$ cat src/rtl/stt_pkg.sv
// ----------------------------------------------------------------------------
// stt_pkg: shared types and constants of the sorted triangle table
// Entry layout, operation and status codes, cell commands and the corner
// saturation helper.
// ----------------------------------------------------------------------------
package stt_pkg;

   localparam int DEPTH_DEFAULT = 16;

   // sqrt(3)/2 in unsigned Q0.32.
   localparam logic [31:0] SQRT3_HALF_Q32 = 32'd3719550787;

   localparam logic [1:0] KIND_INSERT = 2'd0;
   localparam logic [1:0] KIND_DELETE = 2'd1;
   localparam logic [1:0] KIND_DUMP   = 2'd2;

   localparam logic [2:0] STATUS_DONE      = 3'd0;
   localparam logic [2:0] STATUS_FULL      = 3'd1;
   localparam logic [2:0] STATUS_NOT_FOUND = 3'd2;
   localparam logic [2:0] STATUS_EMPTY     = 3'd3;
   localparam logic [2:0] STATUS_ENTRY     = 3'd4;

   typedef struct packed {
      logic [30:0]        side;
      logic signed [31:0] apex_x;
      logic signed [31:0] apex_y;
   } entry_type;

   typedef enum logic [1:0] {
      CELL_HOLD,
      CELL_INSERT,
      CELL_DELETE,
      CELL_ROTATE
   } cell_op_type;

   typedef struct packed {
      cell_op_type op;
      entry_type   entry;
      logic [32:0] target;
   } cell_cmd_type;

   // Clamp a 34-bit signed value to the signed 32-bit range.
   function automatic logic [31:0] sat32(input logic signed [33:0] value);
      logic [31:0] result;
      if (value > 34'sh0_7FFF_FFFF) begin
         result = 32'h7FFF_FFFF;
      end else if (value < -34'sh0_8000_0000) begin
         result = 32'h8000_0000;
      end else begin
         result = value[31:0];
      end
      return result;
   endfunction

endpackage

$ cat src/rtl/stt_cell.sv
// ----------------------------------------------------------------------------
// stt_cell: one slot of the sorted triangle table
// Holds one entry and moves it to or from its neighbors on insert, delete
// and dump rotation.
// ----------------------------------------------------------------------------
module stt_cell #(
   parameter int INDEX   = 0,
   parameter int COUNT_W = 5
) (
   input  logic                     clock,
   input  stt_pkg::cell_cmd_type    cmd,
   input  logic [COUNT_W-1:0]       count,
   input  stt_pkg::entry_type       head_entry,
   input  stt_pkg::entry_type       prev_entry,
   input  logic                     prev_stay,
   input  stt_pkg::entry_type       next_entry,
   input  logic                     found_in,
   output stt_pkg::entry_type       entry_q,
   output logic                     stay_out,
   output logic                     found_out
);

   stt_pkg::entry_type entry_ff;
   stt_pkg::entry_type entry_in;
   logic               in_table;
   logic [32:0]        perimeter;
   logic               is_last;

   assign in_table  = COUNT_W'(INDEX) < count;
   assign is_last   = COUNT_W'(INDEX + 1) == count;
   assign perimeter = {2'b00, entry_ff.side} + {1'b0, entry_ff.side, 1'b0};

   // The table is kept sorted, so the entries that stay in place on insert
   // form a prefix. Slot zero also stays when its side equals the new one.
   always_comb begin
      if (INDEX == 0) begin
         stay_out = in_table && !(cmd.entry.side < entry_ff.side);
      end else begin
         stay_out = in_table && (entry_ff.side < cmd.entry.side);
      end
   end

   assign found_out = found_in || (in_table && (perimeter == cmd.target));

   always_comb begin
      entry_in = entry_ff;
      case (cmd.op)
         stt_pkg::CELL_INSERT: begin
            if (!stay_out) begin
               entry_in = prev_stay ? cmd.entry : prev_entry;
            end
         end
         stt_pkg::CELL_DELETE: begin
            if (found_out) begin
               entry_in = next_entry;
            end
         end
         stt_pkg::CELL_ROTATE: begin
            entry_in = is_last ? head_entry : next_entry;
         end
         default: begin
            entry_in = entry_ff;
         end
      endcase
   end

   always_ff @(posedge clock) begin
      entry_ff <= entry_in;
   end

   assign entry_q = entry_ff;

endmodule

$ cat config.mk
export PLATFORM = sky130hd
export DESIGN_NAME = stt_cell
export DESIGN_NICKNAME = d
export VERILOG_FILES = /design/src/rtl/stt_pkg.sv /design/src/rtl/stt_cell.sv
export SDC_FILE = /design/constraint.sdc
export NUM_CORES = 1
export LEC_CHECK = 0
export ABC_AREA = 1
export BUFFER_PORTS_ARGS = -buffer_cell sky130_fd_sc_hd__buf_2
export CELL_PAD_IN_SITES_DETAIL_PLACEMENT = 1
export CELL_PAD_IN_SITES_GLOBAL_PLACEMENT = 1
export CORE_AREA = 2 2 203 205
export DETAILED_ROUTE_END_ITERATION = 8
export DIE_AREA = 0 0 205 207
export PLACE_DENSITY = 0.65
export SETUP_SLACK_MARGIN = 0.02
export SKIP_CTS_REPAIR_TIMING = 1
export SLEW_MARGIN = 5
export SYNTH_ARGS = -nofsm -noshare
export SYNTH_HDL_FRONTEND = slang
export SYNTH_SLANG_ARGS = --single-unit
$ cat constraint.sdc
create_clock -name clock -period 5.6 [get_ports clock]
set_input_delay 0.84 -clock clock [delete_from_list [all_inputs] [get_ports clock]]
set_output_delay 0.84 -clock clock [all_outputs]
set_load 0.02 [all_outputs]
* After elaboration in Yosys (flattened, before gate mapping)
Cells that the tools add are included.
Widths: inputs -> output; s select.
** Word-level totals
- Flip-flop bits (word level) :: 95
- Input port bits :: 423
- Logic and storage cells :: 24
** Cells by class
- Add/sub/neg operators :: 1
- $lt $le $gt $ge :: 2
- Eq/ne operators :: 7
- Muxes and demuxes :: 5
- Reductions and logical operators :: 6
** Operators with widths (number)
- $mux 95 :: 4
- $pmux 95 s3 :: 1
- $add 31x32->33 :: 1
- $eq 33x33->1 :: 1
- $lt 31x31->1 :: 1
- $eq 1x5->1 const A :: 1
- $lt 1x5->1 const A :: 1
- $eq 2x2->1 const B :: 2
- $ne 2x2->1 const B :: 2
- $reduce_and 3->1 :: 1
- $reduce_bool 3->1 :: 1
- $eq 2x1->1 const B :: 1
- $logic_and 1x1->1 :: 2
- $logic_not 1->1 :: 1
- $logic_or 1x1->1 :: 1

* Longest topological paths before layout
- Depth in word-level cells :: 6
- Gate-level depth with buffers :: 21
- Mapped depth without buffers :: 21

* Worst setup path before layout
OpenSTA, ideal clock, no wires.
- Path kind :: register to register
- Start point :: register entry_ff (netlist bit entry_q[65])
- End point :: register entry_ff (netlist bit entry_q[0]), enable pin
- Library setup time :: 0.457 ns
- Arrival :: 4.508 ns
- Required time :: 5.143 ns
- Path slack :: 0.635 ns
- Cell stages (with the launch flop) :: 20
- Path buffers :: 0
- Clock period less this slack :: 4.965 ns
- Cell sequence :: edfxtp_1 > ha_1 > fa_1 > nand2_1 > nand2_2 > nand3_2 > nand2_2 > nand2_1 > nand2_2 > nand2_2 > nand3_1 > nand3b_1 > nand2_1 > nor2_1 > nand2_1 > nor3_2 > nand2_1 > nand2_2 > nand2_1 > nand2_1
** Between the ends
- Longest elaborated chain between the ends :: 6
** RTL lines
- from (decl) :: line stt_cell.sv:23 : stt_pkg::entry_type entry_ff;
- from (signal assigned) :: line stt_cell.sv:68 : entry_ff <= entry_in;
- $add 31x32->33 :: line stt_cell.sv:31 : assign perimeter = {2'b00, entry_ff.side} + {1'b0, entry_ff.side, 1'b0};
- $eq 33x33->1 :: line stt_cell.sv:43 : assign found_out = found_in || (in_table && (perimeter == cmd.target));
- $logic_and 1x1->1 :: line stt_cell.sv:43
- $logic_or 1x1->1 :: line stt_cell.sv:43
- net found_out :: line stt_cell.sv:20 : output logic found_out
- $ne 2x2->1 (no line)
- $reduce_and 3->1 (no line)
The timed path passes the listed nets, and every way through them passes these cells.
A chain may end at the register's enable or synchronous reset.

* Worst setup path in the final report
- Start point :: register entry_ff (netlist bit entry_q[64])
- End point :: output found_out
** Between the ends
- Longest elaborated chain between the ends :: 4
** RTL lines (line)
- $add 31x32->33 :: stt_cell.sv:31
- $eq 33x33->1 :: stt_cell.sv:43
- $logic_and 1x1->1 :: stt_cell.sv:43
- $logic_or 1x1->1 :: stt_cell.sv:43
- to (decl) :: stt_cell.sv:20
No other way between the ends.

==> impl_metrics.prom <==
# TYPE chip_impl_metric gauge
chip_impl_info{name="status",value="finished, final reports clean"} 1
chip_impl_metric{name="place_inst",unit=""} 2441
chip_impl_metric{name="ys_ff_latch",unit=""} 95
chip_impl_metric{name="max-vdd-ir-drop",unit="mV"} 0.113
chip_impl_metric{name="placeableCoreArea",unit="um2"} 40400
chip_impl_metric{name="rows",unit=""} 74
chip_impl_metric{name="dpl_cell_area",unit="um2"} 12900
chip_impl_metric{name="r2r.worst_path.cells",unit=""} 20
chip_impl_metric{name="share_of_final_layout_standard_cells_stronger_than_drive_strength_1",unit="%"} 31.5
chip_impl_metric{name="synthesis.area_per_instance",unit="um2"} 6.74
chip_impl_metric{name="flow.area_growth_from_synthesis",unit="%"} 35.9
chip_impl_metric{name="grt_max_degree",unit=""} 79
chip_impl_metric{name="initial_core_util",unit="%"} 24.2
chip_impl_metric{name="layout_nets",unit=""} 2405
chip_impl_metric{name="die_w",unit="um"} 205
chip_impl_metric{name="portion_of_the_clock_cycle_consumed_by_the_worst_path_in_the_final_layout",unit="%"} 76.6
chip_impl_metric{name="grt.total_usage",unit="%"} 24.8
chip_impl_metric{name="io_pins",unit=""} 520
chip_impl_metric{name="timing.critical_path.slowest_cell_delay",unit="ns"} 0.49
chip_impl_metric{name="hold_viol_final",unit=""} 0
chip_impl_info{name="most-common-layout-cells",value="518 x buf_2, 338 x nand2_1, 246 x nor2_1, 178 x o21ai_0, 130 x inv_1"} 1
chip_impl_metric{name="dpl.hpwl",unit="um"} 43300
chip_impl_metric{name="worstMarginPinSlew",unit="ns"} 1.10
chip_impl_info{name="min_to",value="entry_q[93]"} 1
chip_impl_metric{name="insertion_delay",unit="ns"} 0.36
chip_impl_info{name="crit_path_cell_trace",value="ha_1, fa_1, nand2_1, nand2_2, nand3_1, nand2_1, nand2_1, nand2_1, nor2_1, nor2_1, nand2_1, nand2_1, nor2_1, nand3_1, nor3_2, nand2_1, nand2_2, buf_2"} 1
chip_impl_metric{name="die_height",unit="um"} 207
chip_impl_metric{name="post_synth_num_cell_types",unit=""} 37
chip_impl_metric{name="power_per_cell_area",unit="nW/um2"} 229
chip_impl_metric{name="setup_tns",unit="ns"} 0
chip_impl_metric{name="port-buffer-count",unit=""} 519
chip_impl_metric{name="via_per_inst",unit=""} 5.00
chip_impl_metric{name="worst_setup_hold_path_clk_slew",unit="ns"} 0.08
chip_impl_info{name="crit_slowest_cell",value="edfxtp_1"} 1
chip_impl_metric{name="hold_path_depth",unit=""} 3
chip_impl_metric{name="final_cell_area",unit="um2"} 13300
chip_impl_info{name="path_common_cell",value="nand2_1"} 1
chip_impl_metric{name="timing.fmax",unit="GHz"} 0.233
chip_impl_metric{name="final_core_util",unit="%"} 32.9
chip_impl_metric{name="cts_buffer_depth",unit=""} 2
chip_impl_info{name="capturing_element_type_of_the_critical_path",value="primary output"} 1
chip_impl_info{name="setup_repair_after_global_routing_missed_its_margin",value="false"} 1
chip_impl_metric{name="vias",unit=""} 12500
chip_impl_metric{name="gp_routability_congestion",unit=""} 0.953
chip_impl_metric{name="finalWorstPathRequiredPeriod",unit="ns"} 4.29
chip_impl_metric{name="antenna_found_initial",unit=""} 40
chip_impl_info{name="buffer_type_at_the_clock_tree_root",value="clkbuf_16"} 1
chip_impl_metric{name="post_synth_inst_count",unit=""} 1449
chip_impl_metric{name="grt_pass1_wl",unit="um"} 79300
chip_impl_metric{name="overall_die_area",unit="um2"} 42400
chip_impl_info{name="crit-reg2reg-capture",value="entry_q[7]"} 1
chip_impl_metric{name="relSlewSlack",unit="%"} 26.7
chip_impl_info{name="min-delay-path-class",value="input port to flip-flop"} 1
chip_impl_info{name="timing.critical_path.from_type",value="flip-flop"} 1
chip_impl_info{name="worst-setup-path-type",value="flip-flop to primary output"} 1
chip_impl_metric{name="remaining_drc_errors",unit=""} 0
chip_impl_metric{name="worstPathArrival",unit="ns"} 3.45
chip_impl_metric{name="static-leakage-power",unit="nW"} 6.41
chip_impl_metric{name="wl",unit="um"} 53700
chip_impl_metric{name="cts-buffers-inserted",unit=""} 9
chip_impl_info{name="commonest_non_fill_non_tap_cell_in_the_layout",value="buf_2"} 1
chip_impl_metric{name="sequential_fraction_of_the_synthesis_area",unit="%"} 29.2
chip_impl_metric{name="number_of_non_filler_instances_in_the_completed_layout",unit=""} 2490
chip_impl_metric{name="ant_nets",unit=""} 0
chip_impl_info{name="critical_path.reg2reg.startpoint",value="entry_q[64]"} 1
chip_impl_metric{name="drtPass1Iterations",unit=""} 5
chip_impl_metric{name="ys.warnings.count",unit=""} 0
chip_impl_metric{name="final-setup-viol-count",unit=""} 0
chip_impl_metric{name="post_route_skew",unit="ns"} 0.00946
chip_impl_metric{name="clock-sinks",unit=""} 95
chip_impl_metric{name="setup.reg_to_reg.worst_slack",unit="ns"} 1.39
chip_impl_metric{name="maxCapViolCount",unit=""} 0
chip_impl_metric{name="clock_tree.htree_level_count",unit=""} 3
chip_impl_metric{name="grt_total_ovfl",unit=""} 0
chip_impl_metric{name="synth_area",unit="um2"} 9770
chip_impl_info{name="holdCritStartpoint",value="next_entry[93]"} 1
chip_impl_metric{name="avgRoutedWirePerCell",unit="um"} 21.6
chip_impl_metric{name="max_reg_flops",unit=""} 95
chip_impl_metric{name="crit_path_max_fanout",unit=""} 4
chip_impl_metric{name="timing_max_transition_violations_final",unit=""} 0
chip_impl_metric{name="postSynthNetCount",unit=""} 1934
chip_impl_metric{name="worst_ep_required_time",unit="ns"} 4.76
chip_impl_info{name="cts_tree",value="done"} 1
chip_impl_metric{name="grt_pass1_vias",unit=""} 13300
chip_impl_metric{name="initialDrtViolationCount",unit=""} 596
-- Yosys cell counts, drive strengths merged --
library cell	instances	area [um2]
o21bai	4	30.0
fa	1	20.0
nand2b	2	12.5
xnor3	1	22.5
o21ai	185	926
o221ai	78	683
clkinv	1	3.75
nor3	9	65.1
a21boi	1	7.51
nand3b	19	143
nand3	52	280
ha	61	763
nand4	11	68.8
or2	11	68.8
clkbuf	68	255
nand2	358	1390
inv	141	529
buf	1	3.75
o211ai	30	225
a21o	3	22.5
edfxtp	95	2850
nor2	258	1010
a21oi	38	201
nor4b	1	8.76
o31ai	1	7.51
xnor2	9	78.8
a211oi	2	15.0
nor4	1	6.26
xor2	7	61.3
-- cell families (layout without fill, tap and decap cells) --
kind of cell / Yosys count / after routing / synth area share [%]
simple gates: 722 / 722 / 31.3
compound gates: 342 / 342 / 21.7
buf+inv: 211 / 687 / 8.11
flops: 95 / 95 / 29.2
fa+ha+maj: 62 / 62 / 8.02
xor+xnor: 17 / 17 / 1.67
other cells: 0 / 33 / 0
-- where the power goes --
part	switching, mW	internal, mW	leakage (nW)
combinational	0.932	0.512	5.33
sequential	0.0533	0.894	0.948
clock	0.302	0.345	0.134
-- worst max-delay path: cells and delay by family (launching register included) --
family	cells	cell delay [ns]
buffers and inverters	1	0.19
and+or+nand+nor	15	1.68
adders and majority gates	2	0.72
DFF	1	0.49
-- layer usage --
layer | wire, um | share of wire, % | GRT usage (%)
met1 | 22000 | 41 | 29.2
met2 | 26200 | 49 | 42.1
met3 | 3220 | 6.0 | 5.70
met4 | 2140 | 4.0 | 12.0
met5 | 92 | 0.17 | 0
-- cell type report --
type                       count  area [um2]
clock inverter                 6        61.3
tap                          532         666
clock buffer                  10         229
sequential                    95        2850
antenna                       33        82.6
fill                        5301       27100
timing repair buffer         529        2700
inverter                     142         539
multi-input combinational   1143        6140
-- worst max path at each step --
stage	slack [ns]	start	endpoint
3_5_place_dp	1.38	entry_q[65]	entry_q[4]
4_1_cts	1.29	entry_q[65]	found_out
2_1_floorplan	0.63	entry_q[65]	entry_q[0]
6_report	1.31	entry_q[64]	found_out
3_3_place_gp	1.39	entry_q[64]	entry_q[12]
5_1_grt	1.09	entry_q[65]	found_out
-- per-stage QoR --
stage	hold slack [ns]	setup slack, ns	total power, mW
6_report	0.775	1.31	3.04
3_5_place_dp	1.14	1.38	2.41
5_1_grt	0.779	1.09	3.25
2_1_floorplan	1.04	0.635	1.84
4_1_cts	0.752	1.29	3.06
3_3_place_gp	1.14	1.39	2.38
Note: power is estimated with default switching activity, not from simulation.
